**config.mk**
```make
export PLATFORM = sky130hd
export DESIGN_NAME = rom_image_footer_check_flat
export DESIGN_NICKNAME = d
export VERILOG_FILES = /design/src/hdl/rifc_pkg.sv /design/src/hdl/rifc_stream_if.sv /design/src/hdl/rom_image_footer_check.sv /design/src/flat_wrapper.sv
export VERILOG_INCLUDE_DIRS = /design/src /design/src/hdl
export SDC_FILE = /design/constraint.sdc
export NUM_CORES = 1
export LEC_CHECK = 0
export ABC_AREA = 1
export BUFFER_PORTS_ARGS = -buffer_cell sky130_fd_sc_hd__buf_2
export CORE_ASPECT_RATIO = 1.4
export CORE_MARGIN = 2
export CORE_UTILIZATION = 55
export DETAILED_ROUTE_END_ITERATION = 7
export GPL_TIMING_DRIVEN = 0
export MAX_ROUTING_LAYER = met4
export PLACE_DENSITY = 0.75
export SLEW_MARGIN = 20
export SYNTH_ARGS = -nofsm -noshare
export SYNTH_HDL_FRONTEND = slang
export SYNTH_SLANG_ARGS = --single-unit
```
**constraint.sdc**
```tcl
create_clock -name i_clk -period 7.5 [get_ports i_clk]
set_input_delay 1.125 -clock i_clk [delete_from_list [all_inputs] [get_ports i_clk]]
set_output_delay 1.125 -clock i_clk [all_outputs]
set_load 0.02 [all_outputs]
```
**src/hdl/assert_macros.svh**
```systemverilog
// Assertion macros used by the RTL of the footer checker.
// No dependencies; clock and reset are passed in by each use.
`ifndef ASSERT_MACROS_SVH
`define ASSERT_MACROS_SVH
`ifndef SYNTHESIS
// Check a property on every rising clock edge outside reset.
`define ASSERT_PROP(label, clk, rst_n, prop, msg) \
    label: assert property (@(posedge clk) disable iff (!rst_n) (prop)) else $error(msg);
// Check a plain condition on every rising clock edge outside reset.
`define ASSERT_ALWAYS(label, clk, rst_n, cond, msg) \
    `ASSERT_PROP(label, clk, rst_n, cond, msg)
`else
`define ASSERT_PROP(label, clk, rst_n, prop, msg)
`define ASSERT_ALWAYS(label, clk, rst_n, cond, msg)
`endif
`endif

```
**src/hdl/rifc_pkg.sv**
```systemverilog
// Package for the ROM image footer checker: sizes, footer codes, verdict type
// and the declared-size lookup. No dependencies.
package rifc_pkg;

    localparam int unsigned MAX_IMAGE_BYTES   = 16777216;
    // Bank size must be a power of two: the multiple check is a low-bit mask.
    localparam int unsigned BANK_BYTES        = 65536;
    localparam int unsigned MIN_COMPACT_BYTES = 65536;

    localparam int unsigned FOOTER_LEN = 16;
    localparam int unsigned BYTE_W     = 8;
    localparam int unsigned SUM_W      = 16;
    localparam int unsigned MAPPED_W   = 25;
    localparam int unsigned DECL_W     = 25;
    localparam int unsigned CNT_W      = $clog2(MAX_IMAGE_BYTES + 2);
    localparam int unsigned APT_W      = CNT_W + 1;
    localparam int unsigned CMP_W      = (APT_W > DECL_W) ? APT_W : DECL_W;
    localparam int unsigned BANK_LOG2  = $clog2(BANK_BYTES);
    localparam int unsigned WIN_IDX_W  = $clog2(FOOTER_LEN);

    // Footer byte offsets
    localparam logic [WIN_IDX_W-1:0] F_SIGNATURE = 0;
    localparam logic [WIN_IDX_W-1:0] F_FLAGS_A   = 5;
    localparam logic [WIN_IDX_W-1:0] F_COLOR     = 7;
    localparam logic [WIN_IDX_W-1:0] F_SIZE      = 10;
    localparam logic [WIN_IDX_W-1:0] F_SAVE      = 11;
    localparam logic [WIN_IDX_W-1:0] F_FLAGS_B   = 12;
    localparam logic [WIN_IDX_W-1:0] F_MAPPER    = 13;
    localparam logic [WIN_IDX_W-1:0] F_CSUM_LO   = 14;
    localparam logic [WIN_IDX_W-1:0] F_CSUM_HI   = 15;

    localparam logic [7:0] SIGNATURE_BYTE = 8'hea;
    localparam logic [7:0] FLAGS_A_MASK   = 8'h0f;
    localparam logic [7:0] FLAGS_B_BIT    = 8'h04;
    localparam logic [7:0] SAVE_MAX_SMALL = 8'h05;
    localparam logic [7:0] SAVE_CODE_A    = 8'h10;
    localparam logic [7:0] SAVE_CODE_B    = 8'h20;
    localparam logic [7:0] SAVE_CODE_C    = 8'h50;
    localparam logic [7:0] SIZE_CODE_LAST = 8'h09;

    typedef logic [BYTE_W-1:0] t_byte;

    typedef struct packed {
        logic                status;
        logic [MAPPED_W-1:0] aperture_bytes;
        logic [SUM_W-1:0]    footer_cksum;
        logic [SUM_W-1:0]    image_cksum;
        logic                color_flag;
        logic [7:0]          save_kind;
        logic [7:0]          mapper_code;
        logic [7:0]          size_code;
        logic                checksum_ok;
        logic                footer_ok;
        logic                compact_flag;
        logic                clock_present;
    } t_verdict;

    // Declared image size for a footer size code; unknown codes give zero.
    function automatic logic [DECL_W-1:0] decl_size(input logic [7:0] code);
        logic [DECL_W-1:0] kib;
        kib = DECL_W'(1024);
        unique case (code)
            8'h00:   decl_size = kib * DECL_W'(128);
            8'h01:   decl_size = kib * DECL_W'(256);
            8'h02:   decl_size = kib * DECL_W'(512);
            8'h03:   decl_size = kib * DECL_W'(1024);
            8'h04:   decl_size = kib * DECL_W'(2048);
            8'h05:   decl_size = kib * DECL_W'(3072);
            8'h06:   decl_size = kib * DECL_W'(4096);
            8'h07:   decl_size = kib * DECL_W'(6144);
            8'h08:   decl_size = kib * DECL_W'(8192);
            SIZE_CODE_LAST: decl_size = kib * DECL_W'(16384);
            default: decl_size = '0;
        endcase
    endfunction

endpackage

```
**src/hdl/rifc_stream_if.sv**
```systemverilog
// Valid/ready stream interfaces for the footer checker's input bytes and verdicts.
// Depends on rifc_pkg for field widths.
interface rifc_in_if import rifc_pkg::*; ();
    logic  valid;
    logic  ready;
    t_byte rom_byte;
    logic  end_of_image;

    modport source (output valid, output rom_byte, output end_of_image, input ready);
    modport sink   (input valid, input rom_byte, input end_of_image, output ready);
endinterface

interface rifc_out_if import rifc_pkg::*; ();
    logic                valid;
    logic                ready;
    logic                status;
    logic [MAPPED_W-1:0] aperture_bytes;
    logic [SUM_W-1:0]    footer_cksum;
    logic [SUM_W-1:0]    image_cksum;
    logic                color_flag;
    logic [7:0]          save_kind;
    logic [7:0]          mapper_code;
    logic [7:0]          size_code;
    logic                checksum_ok;
    logic                footer_ok;
    logic                compact_flag;
    logic                clock_present;

    modport source (
        output valid, output status, output aperture_bytes, output footer_cksum,
        output image_cksum, output color_flag, output save_kind,
        output mapper_code, output size_code, output checksum_ok, output footer_ok,
        output compact_flag, output clock_present, input ready
    );
    modport sink (
        input valid, input status, input aperture_bytes, input footer_cksum,
        input image_cksum, input color_flag, input save_kind,
        input mapper_code, input size_code, input checksum_ok, input footer_ok,
        input compact_flag, input clock_present, output ready
    );
endinterface

```
**src/hdl/rom_image_footer_check.sv**
```systemverilog
// ROM image footer checker, top level.
// Depends on rifc_pkg, rifc_stream_if.sv and assert_macros.svh.
//
// Usage:
// - i_in carries one image byte per transaction, in file order; end_of_image
//   marks the final byte of an image. The next byte after it starts a new image.
// - o_out carries one verdict transaction per image, issued for the final byte
//   only; other bytes produce nothing on o_out.
// - Throughput: one byte per cycle, sustained while no final byte waits for
//   o_out. The byte lands in an input register; from there it updates the
//   running sum, count and 16-byte tail window and, for a final byte, evaluates
//   the footer into the verdict register, which drives o_out.valid.
// - Stall: a waiting verdict in the output register does not block non-final
//   bytes; only a second final byte waits until the first verdict is taken.
// - Images under 16 bytes or over MAX_IMAGE_BYTES give status 1 with every other
//   field zero; the count saturates one past the maximum and flags overflow.
// - Reset (i_rst_n low, synchronous) clears the sum, count, window and both
//   valid flags; there is no clearing pass.
`include "assert_macros.svh"

module rom_image_footer_check import rifc_pkg::*; (
    input  logic      i_clk,
    input  logic      i_rst_n,
    rifc_in_if.sink   i_in,
    rifc_out_if.source o_out
);

    // Input register
    logic  r_in_valid;
    t_byte r_in_byte;
    logic  r_in_last;

    // Running image state
    logic [SUM_W-1:0] r_sum,   n_sum;
    logic [CNT_W-1:0] r_count, n_count;
    logic             r_ovf,   n_ovf;
    t_byte            r_win [FOOTER_LEN];
    t_byte            n_win [FOOTER_LEN];

    // Result register
    logic     r_out_valid;
    t_verdict r_out, n_out;

    logic out_free;
    logic adv;
    logic sat;

    // Advance the input stage: non-final bytes always go, a final byte needs
    // room in the result register.
    assign out_free   = !r_out_valid || o_out.ready;
    assign adv        = r_in_valid && (!r_in_last || out_free);
    assign i_in.ready = !r_in_valid || adv;

    always_ff @(posedge i_clk) begin
        if (!i_rst_n) begin
            r_in_valid <= 1'b0;
        end else if (i_in.ready) begin
            r_in_valid <= i_in.valid;
        end
        if (i_in.ready) begin
            r_in_byte <= i_in.rom_byte;
            r_in_last <= i_in.end_of_image;
        end
    end

    // Next state with the held byte folded in; these values describe the image.
    assign sat     = r_count > CNT_W'(MAX_IMAGE_BYTES - 1);
    assign n_sum   = r_sum + SUM_W'(r_in_byte);
    assign n_count = sat ? CNT_W'(MAX_IMAGE_BYTES + 1) : r_count + CNT_W'(1);
    assign n_ovf   = r_ovf || sat;

    always_comb begin
        for (int k = 0; k < FOOTER_LEN - 1; k++) begin
            n_win[k] = r_win[k+1];
        end
        n_win[FOOTER_LEN-1] = r_in_byte;
    end

    always_ff @(posedge i_clk) begin
        if (!i_rst_n) begin
            r_sum   <= '0;
            r_count <= '0;
            r_ovf   <= 1'b0;
            for (int k = 0; k < FOOTER_LEN; k++) r_win[k] <= '0;
        end else if (adv) begin
            if (r_in_last) begin
                // Drop all image state after the verdict.
                r_sum   <= '0;
                r_count <= '0;
                r_ovf   <= 1'b0;
                for (int k = 0; k < FOOTER_LEN; k++) r_win[k] <= '0;
            end else begin
                r_sum   <= n_sum;
                r_count <= n_count;
                r_ovf   <= n_ovf;
                for (int k = 0; k < FOOTER_LEN; k++) r_win[k] <= n_win[k];
            end
        end
    end

    // Footer evaluation
    logic [SUM_W-1:0]  computed, stored;
    logic [DECL_W-1:0] declared;
    logic [APT_W-1:0]  lead, aperture;
    logic              p2, compact, size_match, fok, reject, save_good, rules_ok;

    always_comb begin
        computed = n_sum - SUM_W'(n_win[F_CSUM_LO]) - SUM_W'(n_win[F_CSUM_HI]);
        stored   = {n_win[F_CSUM_HI], n_win[F_CSUM_LO]};
        declared = decl_size(n_win[F_SIZE]);

        p2 = (n_count != '0) && ((n_count & (n_count - CNT_W'(1))) == '0);

        // Highest set bit of the size; one step up gives the aperture.
        lead = '0;
        for (int k = 0; k < CNT_W; k++) begin
            if (n_count[k]) lead = APT_W'(1) << k;
        end
        aperture = p2 ? APT_W'(n_count) : (lead << 1);

        compact = !p2
               && (n_count >= CNT_W'(MIN_COMPACT_BYTES))
               && (n_count[BANK_LOG2-1:0] == '0)
               && (aperture <= APT_W'(MAX_IMAGE_BYTES));

        size_match = (declared != '0)
                  && ((CMP_W'(declared) == CMP_W'(n_count))
                   || (CMP_W'(declared) == CMP_W'(aperture)));

        save_good = (n_win[F_SAVE] <= SAVE_MAX_SMALL) || (n_win[F_SAVE] == SAVE_CODE_A)
                 || (n_win[F_SAVE] == SAVE_CODE_B) || (n_win[F_SAVE] == SAVE_CODE_C);

        rules_ok = (n_win[F_SIGNATURE] == SIGNATURE_BYTE)
                && ((n_win[F_FLAGS_A] & FLAGS_A_MASK) == '0)
                && (n_win[F_COLOR] <= 8'd1)
                && save_good
                && ((n_win[F_FLAGS_B] & FLAGS_B_BIT) != '0)
                && (n_win[F_MAPPER] <= 8'd1);

        fok = rules_ok && (stored == computed) && (p2 || size_match);

        reject = n_ovf || (n_count < CNT_W'(FOOTER_LEN))
              || (n_count > CNT_W'(MAX_IMAGE_BYTES));

        if (reject) begin
            n_out        = '0;
            n_out.status = 1'b1;
        end else begin
            n_out.status         = !p2 && (!compact || !fok);
            n_out.aperture_bytes = MAPPED_W'(aperture);
            n_out.footer_cksum   = stored;
            n_out.image_cksum    = computed;
            n_out.color_flag     = n_win[F_COLOR] == 8'd1;
            n_out.save_kind      = n_win[F_SAVE];
            n_out.mapper_code    = n_win[F_MAPPER];
            n_out.size_code      = n_win[F_SIZE];
            n_out.checksum_ok    = stored == computed;
            n_out.footer_ok      = fok;
            n_out.compact_flag   = !p2;
            n_out.clock_present  = n_win[F_MAPPER] == 8'd1;
        end
    end

    // Result register: load on a final byte, hold until taken.
    always_ff @(posedge i_clk) begin
        if (!i_rst_n) begin
            r_out_valid <= 1'b0;
        end else if (adv && r_in_last) begin
            r_out_valid <= 1'b1;
        end else if (o_out.ready) begin
            r_out_valid <= 1'b0;
        end
        if (adv && r_in_last) begin
            r_out <= n_out;
        end
    end

    assign o_out.valid          = r_out_valid;
    assign o_out.status         = r_out.status;
    assign o_out.aperture_bytes = r_out.aperture_bytes;
    assign o_out.footer_cksum   = r_out.footer_cksum;
    assign o_out.image_cksum    = r_out.image_cksum;
    assign o_out.color_flag     = r_out.color_flag;
    assign o_out.save_kind      = r_out.save_kind;
    assign o_out.mapper_code    = r_out.mapper_code;
    assign o_out.size_code      = r_out.size_code;
    assign o_out.checksum_ok    = r_out.checksum_ok;
    assign o_out.footer_ok      = r_out.footer_ok;
    assign o_out.compact_flag   = r_out.compact_flag;
    assign o_out.clock_present  = r_out.clock_present;

    // Assertions
    `ASSERT_PROP(a_mid_byte_flows, i_clk, i_rst_n,
        (r_in_valid && !r_in_last) |-> adv, "non-final byte stalled")
    `ASSERT_PROP(a_clear_after_last, i_clk, i_rst_n,
        (adv && r_in_last) |=> (r_count == '0 && r_sum == '0 && !r_ovf),
        "state not cleared after verdict")
    `ASSERT_PROP(a_verdict_loaded, i_clk, i_rst_n,
        (adv && r_in_last) |=> r_out_valid, "verdict missing after final byte")
    `ASSERT_ALWAYS(a_count_bound, i_clk, i_rst_n,
        r_count <= CNT_W'(MAX_IMAGE_BYTES + 1), "byte count past saturation")
    `ASSERT_ALWAYS(a_ovf_saturated, i_clk, i_rst_n,
        !r_ovf || (r_count == CNT_W'(MAX_IMAGE_BYTES + 1)),
        "overflow flag without saturated count")

endmodule

```
**src/flat_wrapper.sv**
```systemverilog
// flat-port wrapper written by rule: the top's interface ports become plain ports
module rom_image_footer_check_flat import rifc_pkg::*;
  (i_clk, i_rst_n, i_in_valid, i_in_rom_byte, i_in_end_of_image, i_in_ready, o_out_valid, o_out_status, o_out_aperture_bytes, o_out_footer_cksum, o_out_image_cksum, o_out_color_flag, o_out_save_kind, o_out_mapper_code, o_out_size_code, o_out_checksum_ok, o_out_footer_ok, o_out_compact_flag, o_out_clock_present, o_out_ready);
  rifc_in_if i_in_i ();
  rifc_out_if o_out_i ();
  input  logic i_clk;
  input  logic i_rst_n;
  input wire logic [$bits(i_in_i.valid)-1:0] i_in_valid;
  input wire logic [$bits(i_in_i.rom_byte)-1:0] i_in_rom_byte;
  input wire logic [$bits(i_in_i.end_of_image)-1:0] i_in_end_of_image;
  output wire logic [$bits(i_in_i.ready)-1:0] i_in_ready;
  output wire logic [$bits(o_out_i.valid)-1:0] o_out_valid;
  output wire logic [$bits(o_out_i.status)-1:0] o_out_status;
  output wire logic [$bits(o_out_i.aperture_bytes)-1:0] o_out_aperture_bytes;
  output wire logic [$bits(o_out_i.footer_cksum)-1:0] o_out_footer_cksum;
  output wire logic [$bits(o_out_i.image_cksum)-1:0] o_out_image_cksum;
  output wire logic [$bits(o_out_i.color_flag)-1:0] o_out_color_flag;
  output wire logic [$bits(o_out_i.save_kind)-1:0] o_out_save_kind;
  output wire logic [$bits(o_out_i.mapper_code)-1:0] o_out_mapper_code;
  output wire logic [$bits(o_out_i.size_code)-1:0] o_out_size_code;
  output wire logic [$bits(o_out_i.checksum_ok)-1:0] o_out_checksum_ok;
  output wire logic [$bits(o_out_i.footer_ok)-1:0] o_out_footer_ok;
  output wire logic [$bits(o_out_i.compact_flag)-1:0] o_out_compact_flag;
  output wire logic [$bits(o_out_i.clock_present)-1:0] o_out_clock_present;
  input wire logic [$bits(o_out_i.ready)-1:0] o_out_ready;
  assign i_in_i.valid = i_in_valid;
  assign i_in_i.rom_byte = i_in_rom_byte;
  assign i_in_i.end_of_image = i_in_end_of_image;
  assign i_in_ready = i_in_i.ready;
  assign o_out_valid = o_out_i.valid;
  assign o_out_status = o_out_i.status;
  assign o_out_aperture_bytes = o_out_i.aperture_bytes;
  assign o_out_footer_cksum = o_out_i.footer_cksum;
  assign o_out_image_cksum = o_out_i.image_cksum;
  assign o_out_color_flag = o_out_i.color_flag;
  assign o_out_save_kind = o_out_i.save_kind;
  assign o_out_mapper_code = o_out_i.mapper_code;
  assign o_out_size_code = o_out_i.size_code;
  assign o_out_checksum_ok = o_out_i.checksum_ok;
  assign o_out_footer_ok = o_out_i.footer_ok;
  assign o_out_compact_flag = o_out_i.compact_flag;
  assign o_out_clock_present = o_out_i.clock_present;
  assign o_out_i.ready = o_out_ready;
  rom_image_footer_check u_core (.i_clk(i_clk), .i_rst_n(i_rst_n), .i_in(i_in_i), .o_out(o_out_i));
endmodule
```
==> results of run 1 <==
sequential cells by signal (all words and copies together), names as in the netlist, 8 cells and up:
name and cells:
u_core.r_count 25, u_core.o_out.size_code 8, u_core.o_out.image_cksum 16, u_core.o_out.mapper_code 8, u_core.r_in_byte 8, u_core.o_out.aperture_bytes 25
u_core.r_sum 16, u_core.o_out.footer_cksum 16, u_core.o_out.save_kind 8, u_core.r_win 120
logic make-up after synthesis:
logic type	share of synthesized area, %
other	0.0279
XOR/XNOR	3.51
AO/OA/AOI/OAI	5.16
AND/OR/NAND/NOR	24.5
buffers and inverters	9.21
flip-flops	54.7
adder cells (fa/ha/maj)	2.86
power groups by stage:
stage / Combinational, mW / Clock, mW / Sequential [mW]
after floorplan: 0.276 / 0 / 1.68
after global placement: 0.384 / 0 / 1.68
after detailed placement: 0.399 / 0 / 1.67
after CTS: 0.402 / 1.28 / 1.64
after global routing: 0.451 / 1.33 / 1.65
final: 0.405 / 1.26 / 1.64
layout make-up:
type	count	area [um^2]	share of cell area [%]
Clock buffer	28	637	4.18
Sequential cell	260	7370	48.3
Multi-Input combinational cell	974	4860	31.9
Clock inverter	16	178	1.16
Timing Repair Buffer	103	576	3.77
Buffer	46	230	1.51
Tap cell	310	388	2.54
Inverter	270	1020	6.66
per-layer routing:
| metal | vias to the layer above | part of all wire, % |
|---|---|---|
| met2 | 418 | 51 |
| met3 | 105 | 5.9 |
| met5 | - | 0 |
| li1 | 5272 | - |
| met1 | 5108 | 38 |
| met4 | 0 | 4.5 |
critical path: stages, from the launching register on:
cell	delay, ns
sky130_fd_sc_hd__edfxtp_1	0.49
sky130_fd_sc_hd__ha_1	0.32
sky130_fd_sc_hd__fa_1	0.42
sky130_fd_sc_hd__nand3_1	0.09
sky130_fd_sc_hd__nand2_1	0.11
sky130_fd_sc_hd__a31oi_1	0.18
sky130_fd_sc_hd__xor2_1	0.28
sky130_fd_sc_hd__fa_1	0.46
sky130_fd_sc_hd__inv_1	0.06
sky130_fd_sc_hd__ha_1	0.27
sky130_fd_sc_hd__nand2_1	0.12
sky130_fd_sc_hd__nor3_1	0.05
sky130_fd_sc_hd__nand2_1	0.05
sky130_fd_sc_hd__o211ai_1	0.12
sky130_fd_sc_hd__a21o_1	0.19
sky130_fd_sc_hd__a21oi_1	0.19
sky130_fd_sc_hd__nand2_1	0.07
sky130_fd_sc_hd__nor2_1	0.20
sky130_fd_sc_hd__nand2_1	0.10
sky130_fd_sc_hd__xor2_1	0.25
sky130_fd_sc_hd__xor2_1	0.10
sky130_fd_sc_hd__nor3_1	0.21
sky130_fd_sc_hd__nand2_1	0.12
sky130_fd_sc_hd__nor3_1	0.24
sky130_fd_sc_hd__nand3_1	0.11
sky130_fd_sc_hd__nand2_1	0.07
sky130_fd_sc_hd__inv_1	0.04
placed cells by master, fill, tap and decap left out, types with 5 or more instances in the layout:
master | netlist | final
sky130_fd_sc_hd__nor4_1 | 15 | 15
sky130_fd_sc_hd__nand3_1 | 63 | 63
sky130_fd_sc_hd__nand2_1 | 303 | 303
sky130_fd_sc_hd__clkbuf_1 | 30 | 32
sky130_fd_sc_hd__dfxtp_1 | 44 | 44
sky130_fd_sc_hd__buf_2 | 7 | 107
sky130_fd_sc_hd__edfxtp_1 | 216 | 216
sky130_fd_sc_hd__nor2_2 | 5 | 5
sky130_fd_sc_hd__inv_2 | 6 | 7
sky130_fd_sc_hd__a21oi_1 | 42 | 42
sky130_fd_sc_hd__xor2_1 | 45 | 45
sky130_fd_sc_hd__fa_1 | 8 | 8
sky130_fd_sc_hd__inv_1 | 263 | 261
sky130_fd_sc_hd__nand2_2 | 8 | 8
sky130_fd_sc_hd__nor2_1 | 282 | 282
sky130_fd_sc_hd__xnor2_1 | 9 | 9
sky130_fd_sc_hd__ha_1 | 18 | 18
sky130_fd_sc_hd__nand4_1 | 47 | 47
sky130_fd_sc_hd__o21ai_0 | 33 | 33
sky130_fd_sc_hd__clkbuf_16 | 0 | 25
sky130_fd_sc_hd__nor2_4 | 6 | 6
sky130_fd_sc_hd__o21ai_1 | 9 | 9
sky130_fd_sc_hd__o22ai_1 | 21 | 21
sky130_fd_sc_hd__nor3_1 | 27 | 27
sky130_fd_sc_hd__clkinv_1 | 1 | 6
cells in the mapped netlist, types with 2 or more instances:
library cell	count
sky130_fd_sc_hd__o21ai_1	9
sky130_fd_sc_hd__nor2_1	282
sky130_fd_sc_hd__nor3_1	27
sky130_fd_sc_hd__o21ai_2	2
sky130_fd_sc_hd__nor2_2	5
sky130_fd_sc_hd__ha_1	18
sky130_fd_sc_hd__nor4_1	15
sky130_fd_sc_hd__a32o_1	2
sky130_fd_sc_hd__buf_2	7
sky130_fd_sc_hd__fa_1	8
sky130_fd_sc_hd__nand2_2	8
sky130_fd_sc_hd__buf_6	4
sky130_fd_sc_hd__nor2_4	6
sky130_fd_sc_hd__a31oi_1	3
sky130_fd_sc_hd__nand2_1	303
sky130_fd_sc_hd__a21oi_1	42
sky130_fd_sc_hd__nand3_1	63
sky130_fd_sc_hd__o22ai_1	21
sky130_fd_sc_hd__o21ai_0	33
sky130_fd_sc_hd__xnor2_1	9
sky130_fd_sc_hd__clkbuf_1	30
sky130_fd_sc_hd__xor2_1	45
sky130_fd_sc_hd__a21o_1	2
sky130_fd_sc_hd__dfxtp_1	44
sky130_fd_sc_hd__or2_2	2
sky130_fd_sc_hd__nor3b_1	2
sky130_fd_sc_hd__edfxtp_1	216
sky130_fd_sc_hd__nand4_1	47
sky130_fd_sc_hd__nand3_2	3
sky130_fd_sc_hd__inv_1	263
sky130_fd_sc_hd__inv_2	6
sky130_fd_sc_hd__buf_4	4
sky130_fd_sc_hd__nand2_4	2
worst max-delay path by stage:
stage / end / slack, ns / cells past startpoint
2_1_floorplan: u_core.o_out.status / 3.06 / 26
3_3_place_gp: u_core.o_out.status / 2.40 / 23
3_5_place_dp: u_core.o_out.status / 2.30 / 26
4_1_cts: u_core.o_out.status / 2.26 / 26
5_1_grt: u_core.o_out.status / 1.65 / 26
6_report: u_core.o_out.status / 2.31 / 26
through the flow:
| stage | cell area [um^2] | hold slack, ns | worst slack (ns) | util [%] | instances |
|---|---|---|---|---|---|
| floorplan | 13500 | 0.432 | 3.06 | - | 1550 |
| global placement | 14400 | 0.446 | 2.40 | 59.9 | 1960 |
| detailed placement | 14400 | 0.460 | 2.30 | 60.2 | 1963 |
| CTS | 15300 | 0.473 | 2.26 | 63.6 | 2007 |
| global route | 15300 | 0.498 | 1.65 | 63.6 | 2007 |
| finish | 15300 | 0.469 | 2.31 | 63.6 | 2007 |
==> insert_results.sql, run 1 <==
INSERT INTO impl_metrics (metric_group, metric, value, unit) VALUES
('synth', 'ys.flop_type', 'sky130_fd_sc_hd__edfxtp_1', ''),
('cts', 'worstSkewPairLatency', '0.54', 'ns'),
('floorplanning', 'initial_core_util', '56.1', '%'),
('synth', 'netlist-cell-type-count', '47', ''),
('synth', 'synth_sequential_area_ratio', '54.7', '%'),
('floorplanning', 'die_width', '136', 'um'),
('power', 'switching_share', '25.6', '%'),
('timing', 'rsz_0062_raised_after_global_routing', 'false', ''),
('power', 'design_power_total', '3.31', 'mW'),
('synth', 'ys_warn_count', '0', ''),
('timing', 'fin_worst_skew', '0.0148', 'ns'),
('timing', 'final_min_period_over_clock_period', '69.2', '%'),
('hold_path', 'hold_depth', '2', ''),
('timing', 'finalCriticalPeriod', '5.19', 'ns'),
('power', 'power.share.combinational', '12.2', '%'),
('power', 'sw_pwr', '0.847', 'mW'),
('grt', 'use_met1', '35.2', '%'),
('cts', 'clock_tree_from_tritoncts', 'built', ''),
('floorplanning', 'die-area', '25800', 'um^2'),
('route', 'drt_drc_violations_left', '0', ''),
('synth', 'cell_area_synth', '13500', 'um^2'),
('synth', 'postSynthCellCount', '1547', ''),
('setup_path', 'critical_path_class', 'reg -> reg', ''),
('grt', 'first_global_vias', '10800', ''),
('hold_path', 'min_from', 'u_core.r_sum[6]', ''),
('route', 'post_drt_wl_per_cell', '18.3', 'um'),
('floorplanning', 'ioPinCount', '102', ''),
('timing', 'report.final.hold_viol_count', '0', ''),
('setup_path', 'worst-r2r-cell-count', '26', ''),
('placed_design', 'port_buffers', '100', ''),
('power', 'power.internal', '2.47', 'mW'),
('cts', 'post_cts_resize_count', '0', ''),
('synth', 'synth-edff-count', '216', ''),
('hold_path', 'timing.hold.worst_endpoint', 'u_core.r_sum[6]', ''),
('final_layout', 'area_delta_synth_final', '13.3', '%'),
('synth', 'synth_top_area_share', '48.2', '%'),
('synth', 'synth.avg_cell_area', '8.70', 'um^2'),
('synth', 'yosys-top-cells-area', 'sky130_fd_sc_hd__edfxtp_1 (48%), sky130_fd_sc_hd__nand2_1 (8.5%), sky130_fd_sc_hd__nor2_1 (7.9%)', ''),
('outcome', 'run_status', 'finished, final reports clean', ''),
('power', 'power.clock.fraction', '38.2', '%'),
('cts', 'cts.path.max_buffers', '3', ''),
('placed_design', 'gp_congestion', '1.01', ''),
('setup_path', 'critical_path.reg2reg.endpoint', 'u_core.o_out.status', ''),
('cts', 'cts-buffers-inserted', '25', ''),
('setup_path', 'ff2ff_setup_slack', '2.31', 'ns'),
('route', 'route.vias.total', '10900', ''),
('grt', 'globalRouteTotalUtil', '29.8', '%'),
('power', 'power.share.sequential', '49.6', '%'),
('synth', 'async_reset_ff_share', '0', '%'),
('power', 'pwr_cell_area', '217', 'nW/um^2'),
('power', 'p_leak', '6.71', 'nW'),
('setup_path', 'critPathMaxFanout', '5', ''),
('timing', 'finalMaxSlewViolations', '0', ''),
('grt', 'grt_antenna_before_repair', '0', ''),
('setup_path', 'end_kind', 'register', ''),
('cts', 'ctsHtreeMaxLevel', '1', ''),
('final_layout', 'diodes', '0', ''),
('synth', 'netlist.top_cell.by_area', 'sky130_fd_sc_hd__edfxtp_1', ''),
('cts', 'cts.sinks', '260', ''),
('grt', 'grt_max_degree', '57', ''),
('timing', 'maxSlewHeadroom', '18.3', '%'),
('grt', 'grt-busiest-layer', 'met2', ''),
('cts', 'clk_root_buf', 'sky130_fd_sc_hd__clkbuf_16', ''),
('run', 'drv_cap', '0', ''),
('hold_path', 'hold_path_class', 'reg -> reg', ''),
('final_layout', 'fin_nets', '1719', ''),
('setup_path', 'worst_ep_required_time', '7.79', 'ns'),
('floorplanning', 'core.rowCount', '67', ''),
('placed_design', 'hpwl_dp', '28.0', 'mm'),
('cts', 'postCtsSetupRepairBufs', '0', ''),
('floorplanning', 'core', '24000', 'um^2');
Power figures use the tool's default switching activity.
==> run 2: changes to the inputs <==
Settings changed: ABC_AREA 1 to 0, PLACE_DENSITY 0.75 to 0.78.
Clock period 7.5 ns to 4.75 ns, I/O delays scaled along.
==> insert_results.sql, run 2 <==
INSERT INTO impl_metrics (metric_group, metric, value, unit) VALUES
('final_layout', 'stdcell_count', '1724', ''),
('run', 'drv_cap', '0', ''),
('timing', 'finalSetupViolations', '3', ''),
('cts', 'clk_root_buf', 'sky130_fd_sc_hd__clkbuf_16', ''),
('cts', 'ctsHtreeMaxLevel', '1', ''),
('synth', 'synth_sequential_area_ratio', '54.8', '%'),
('timing', 'timing.setup.tns', '-2.74', 'ns'),
('timing', 'clock.fmax', '0.175', 'GHz'),
('timing', 'fin_worst_skew', '0.0196', 'ns'),
('grt', 'first_global_vias', '10000', ''),
('final_layout', 'fillCellCount', '1802', ''),
('placed_design', 'port_buffers', '101', ''),
('setup_path', 'crit_arrival', '5.99', 'ns'),
('timing', 'worst_tran_pin_value', '0.889', 'ns'),
('synth', 'share_of_synthesized_cell_area_in_full_adder_half_adder_and_majority_cells', '2.94', '%'),
('setup_path', 'critPathMaxFanout', '4', ''),
('setup_path', 'worst_ep_required_time', '5.03', 'ns'),
('timing', 'report.final.hold_viol_count', '0', ''),
('timing', 'setup_ws', '-0.956', 'ns'),
('power', 'p_leak', '6.17', 'nW'),
('final_layout', 'most-common-layout-cells', 'sky130_fd_sc_hd__edfxtp_1 (216), sky130_fd_sc_hd__and2_1 (168), sky130_fd_sc_hd__buf_2 (122)', ''),
('route', 'route.final.wire_length', '35.0', 'mm'),
('final_layout', 'share_of_layout_cells_above_drive_strength_1', '20.0', '%'),
('cts', 'cts_hold_buf', '0', ''),
('route', 'ant_nets', '0', ''),
('synth', 'synth.avg_cell_area', '11.0', 'um^2'),
('final_layout', 'commonest_non_fill_non_tap_cell_in_the_layout', 'sky130_fd_sc_hd__edfxtp_1', ''),
('power', 'power.share.sequential', '49.3', '%'),
('timing', 'final_min_period_over_clock_period', '120', '%'),
('placed_design', 'hpwl_dp', '24.6', 'mm'),
('route', 'route.vias.total', '10200', ''),
('power', 'sw_pwr', '1.32', 'mW'),
('cts', 'cts-buffers-inserted', '26', ''),
('route', 'initial_drc_count', '690', ''),
('cts', 'clock_tree_from_tritoncts', 'built', ''),
('final_layout', 'fin_nets', '1434', ''),
('final_layout', 'diodes', '0', ''),
('route', 'drt_drc_violations_left', '0', ''),
('timing', 'rsz_0062_raised_after_global_routing', 'true', ''),
('synth', 'yosys_register_bits', '260', ''),
('grt', 'wire_length_of_the_first_global_routing_pass', '53.6', 'mm'),
('synth', 'synth-edff-count', '216', ''),
('grt', 'grt_antenna_before_repair', '0', ''),
('grt', 'globalRouteTotalUtil', '27.6', '%'),
('placed_design', 'dp_slack', '-1.52', 'ns'),
('placed_design', 'place_inst', '1643', ''),
('final_layout', 'number_of_flip_flops_under_the_largest_register_name', '120', ''),
('outcome', 'run_status', 'finished with violations', ''),
('placed_design', 'gp_congestion', '0.952', ''),
('synth', 'post_synth_xor_area_fraction', '4.69', '%'),
('floorplanning', 'vertical_die_dimension', '189', 'um'),
('timing', 'finalMaxSlewViolations', '0', ''),
('synth', 'synth_compound_gate_area_share', '11.1', '%'),
('power', 'irDropWorstVdd', '0.000307', 'V'),
('timing', 'finalCriticalPeriod', '5.71', 'ns'),
('power', 'power.internal', '3.95', 'mW'),
('route', 'vias_per_cell', '5.92', ''),
('hold_path', 'hold_path_class', 'in -> reg', ''),
('synth', 'synth_common_cells', 'sky130_fd_sc_hd__edfxtp_1 (216), sky130_fd_sc_hd__and2_1 (168), sky130_fd_sc_hd__nor2_1 (100)', ''),
('power', 'power.clock.fraction', '37.8', '%'),
('synth', 'synth_simple_gate_area_share', '21.6', '%'),
('cts', 'cts.sinks', '260', ''),
('floorplanning', 'die-area', '25700', 'um^2'),
('synth', 'synthMostInstantiatedCell', 'sky130_fd_sc_hd__edfxtp_1', ''),
('floorplanning', 'core.rowCount', '67', ''),
('synth', 'yosys-top-cells-area', 'sky130_fd_sc_hd__edfxtp_1 (48%), sky130_fd_sc_hd__and2_1 (7.8%), sky130_fd_sc_hd__dfxtp_1 (6.6%)', ''),
('power', 'switching_share', '25.1', '%'),
('route', 'drt_pre_antenna_iters', '7', ''),
('cts', 'clkSlewWorstSetupHoldPaths', '0.06', 'ns'),
('timing', 'maxSlewHeadroom', '39.2', '%'),
('outcome', 'violations', 'negative setup slack', ''),
('synth', 'synth_mux_area_share', '1.31', '%'),
('cts', 'worstSkewPairLatency', '0.54', 'ns'),
('grt', 'grt_max_degree', '56', ''),
('floorplanning', 'ioPinCount', '102', ''),
('floorplanning', 'die_width', '136', 'um'),
('synth', 'synth_top_area_share', '48.3', '%'),
('synth', 'postSynthCellCount', '1223', ''),
('synth', 'ys.flop_type', 'sky130_fd_sc_hd__edfxtp_1', ''),
('synth', 'async_reset_ff_share', '0', '%'),
('floorplanning', 'initial_core_util', '56.0', '%'),
('floorplanning', 'core', '24000', 'um^2'),
('setup_path', 'startpoint_type', 'register', ''),
('power', 'power.share.combinational', '12.9', '%'),
('synth', 'netlist-cell-type-count', '90', ''),
('cts', 'cts.path.max_buffers', '3', ''),
('setup_path', 'end_kind', 'register', ''),
('synth', 'synth_top_family_by_area', 'simple AND/OR/NAND/NOR gates', ''),
('synth', 'ys_warn_count', '0', ''),
('final_layout', 'area_delta_synth_final', '18.6', '%'),
('synth', 'netlist.top_cell.by_area', 'sky130_fd_sc_hd__edfxtp_1', ''),
('setup_path', 'critical_path_class', 'reg -> reg', ''),
('final_layout', 'top_register', 'u_core.r_win', ''),
('route', 'post_drt_wl_per_cell', '20.3', 'um'),
('power', 'pwr_cell_area', '331', 'nW/um^2'),
('synth', 'cell_area_synth', '13400', 'um^2'),
('grt', 'grt_overflow_total', '0', '');
[run 2: metal layers]
metal | vias up | share of wire [%] | GRT usage [%] | wire length, um
met3 | 107 | 5.1 | 3.27 | 1790
met1 | 4953 | 39 | 32.1 | 13500
li1 | 4767 | - | - | -
met5 | - | 0 | - | 0
met2 | 371 | 51 | 48.0 | 18000
met4 | 0 | 4.9 | 11.9 | 1700
[run 2: repair_timing]
item	in CTS	in global routing
setup endpoints to repair	35	36
resized for setup	22	44
pin swaps	11	12
buffers inserted	21	15
[run 2: cell families after synthesis]
logic type      Yosys count
simple gates            519
flops                   260
compound gates          217
buf+inv                 110
xor+xnor                 72
fa+ha+maj                27
mux                      17
other cells               1
[run 2: final cells by class]
cell class	count	area [um^2]	share of cell area, %
tap	310	388	2.44
multi-input combinational	856	5970	37.5
sequential	260	7370	46.2
clock buffer	29	662	4.16
inverter	33	124	0.778
buffer	76	340	2.14
clock inverter	18	158	0.990
timing repair buffer	142	918	5.77
[run 2: critical path: stages (launching register included)]
cell and delay, ns:
sky130_fd_sc_hd__edfxtp_1 0.48, sky130_fd_sc_hd__ha_1 0.31, sky130_fd_sc_hd__a21o_1 0.17, sky130_fd_sc_hd__a21oi_2 0.16, sky130_fd_sc_hd__o21bai_2 0.11, sky130_fd_sc_hd__a21oi_2 0.15
sky130_fd_sc_hd__o21bai_1 0.10, sky130_fd_sc_hd__a21oi_2 0.19, sky130_fd_sc_hd__xor2_2 0.12, sky130_fd_sc_hd__fa_1 0.56, sky130_fd_sc_hd__inv_2 0.05, sky130_fd_sc_hd__ha_4 0.21
sky130_fd_sc_hd__a21o_1 0.16, sky130_fd_sc_hd__a21o_1 0.22, sky130_fd_sc_hd__a21oi_2 0.17, sky130_fd_sc_hd__o21ai_4 0.10, sky130_fd_sc_hd__nor2_2 0.15, sky130_fd_sc_hd__nand3_2 0.13
sky130_fd_sc_hd__xnor2_2 0.28, sky130_fd_sc_hd__xnor2_1 0.11, sky130_fd_sc_hd__or4_4 0.53, sky130_fd_sc_hd__nor4_4 0.22, sky130_fd_sc_hd__buf_4 0.18, sky130_fd_sc_hd__nand4_1 0.13
sky130_fd_sc_hd__buf_6 0.20, sky130_fd_sc_hd__o32a_1 0.27
[run 2: worst paths after layout]
kind,start,end,slack [ns],depth (start not counted)
worst max-delay path,u_core.r_in_byte[1],u_core.o_out.status,-0.96,25
worst max register to register,u_core.r_in_byte[1],u_core.o_out.status,-0.96,25
worst min-delay path,i_in_rom_byte[2],u_core.r_in_byte[2],0.34,1
worst min register to register,u_core.r_sum[5],u_core.r_sum[5],0.48,2
[run 2: power groups by stage]
| stage | Clock (mW) | Combinational (mW) | Sequential (mW) |
|---|---|---|---|
| 2_1_floorplan | 0 | 0.400 | 2.65 |
| 3_3_place_gp | 0 | 0.537 | 2.65 |
| 3_5_place_dp | 0 | 0.565 | 2.65 |
| 4_1_cts | 2.02 | 0.622 | 2.60 |
| 5_1_grt | 2.09 | 0.730 | 2.60 |
| 6_report | 1.99 | 0.679 | 2.60 |
[run 2: per-stage QoR]
stage | util, % | power (mW) | instance area, um^2 | hold WS, ns
after floorplan | - | 3.05 | 13500 | 0.429
after global placement | 60.0 | 3.19 | 14400 | 0.441
after detailed placement | 60.5 | 3.21 | 14500 | 0.453
after CTS | 65.0 | 5.24 | 15600 | 0.327
after global routing | 66.4 | 5.42 | 15900 | 0.332
final | 66.4 | 5.27 | 15900 | 0.345
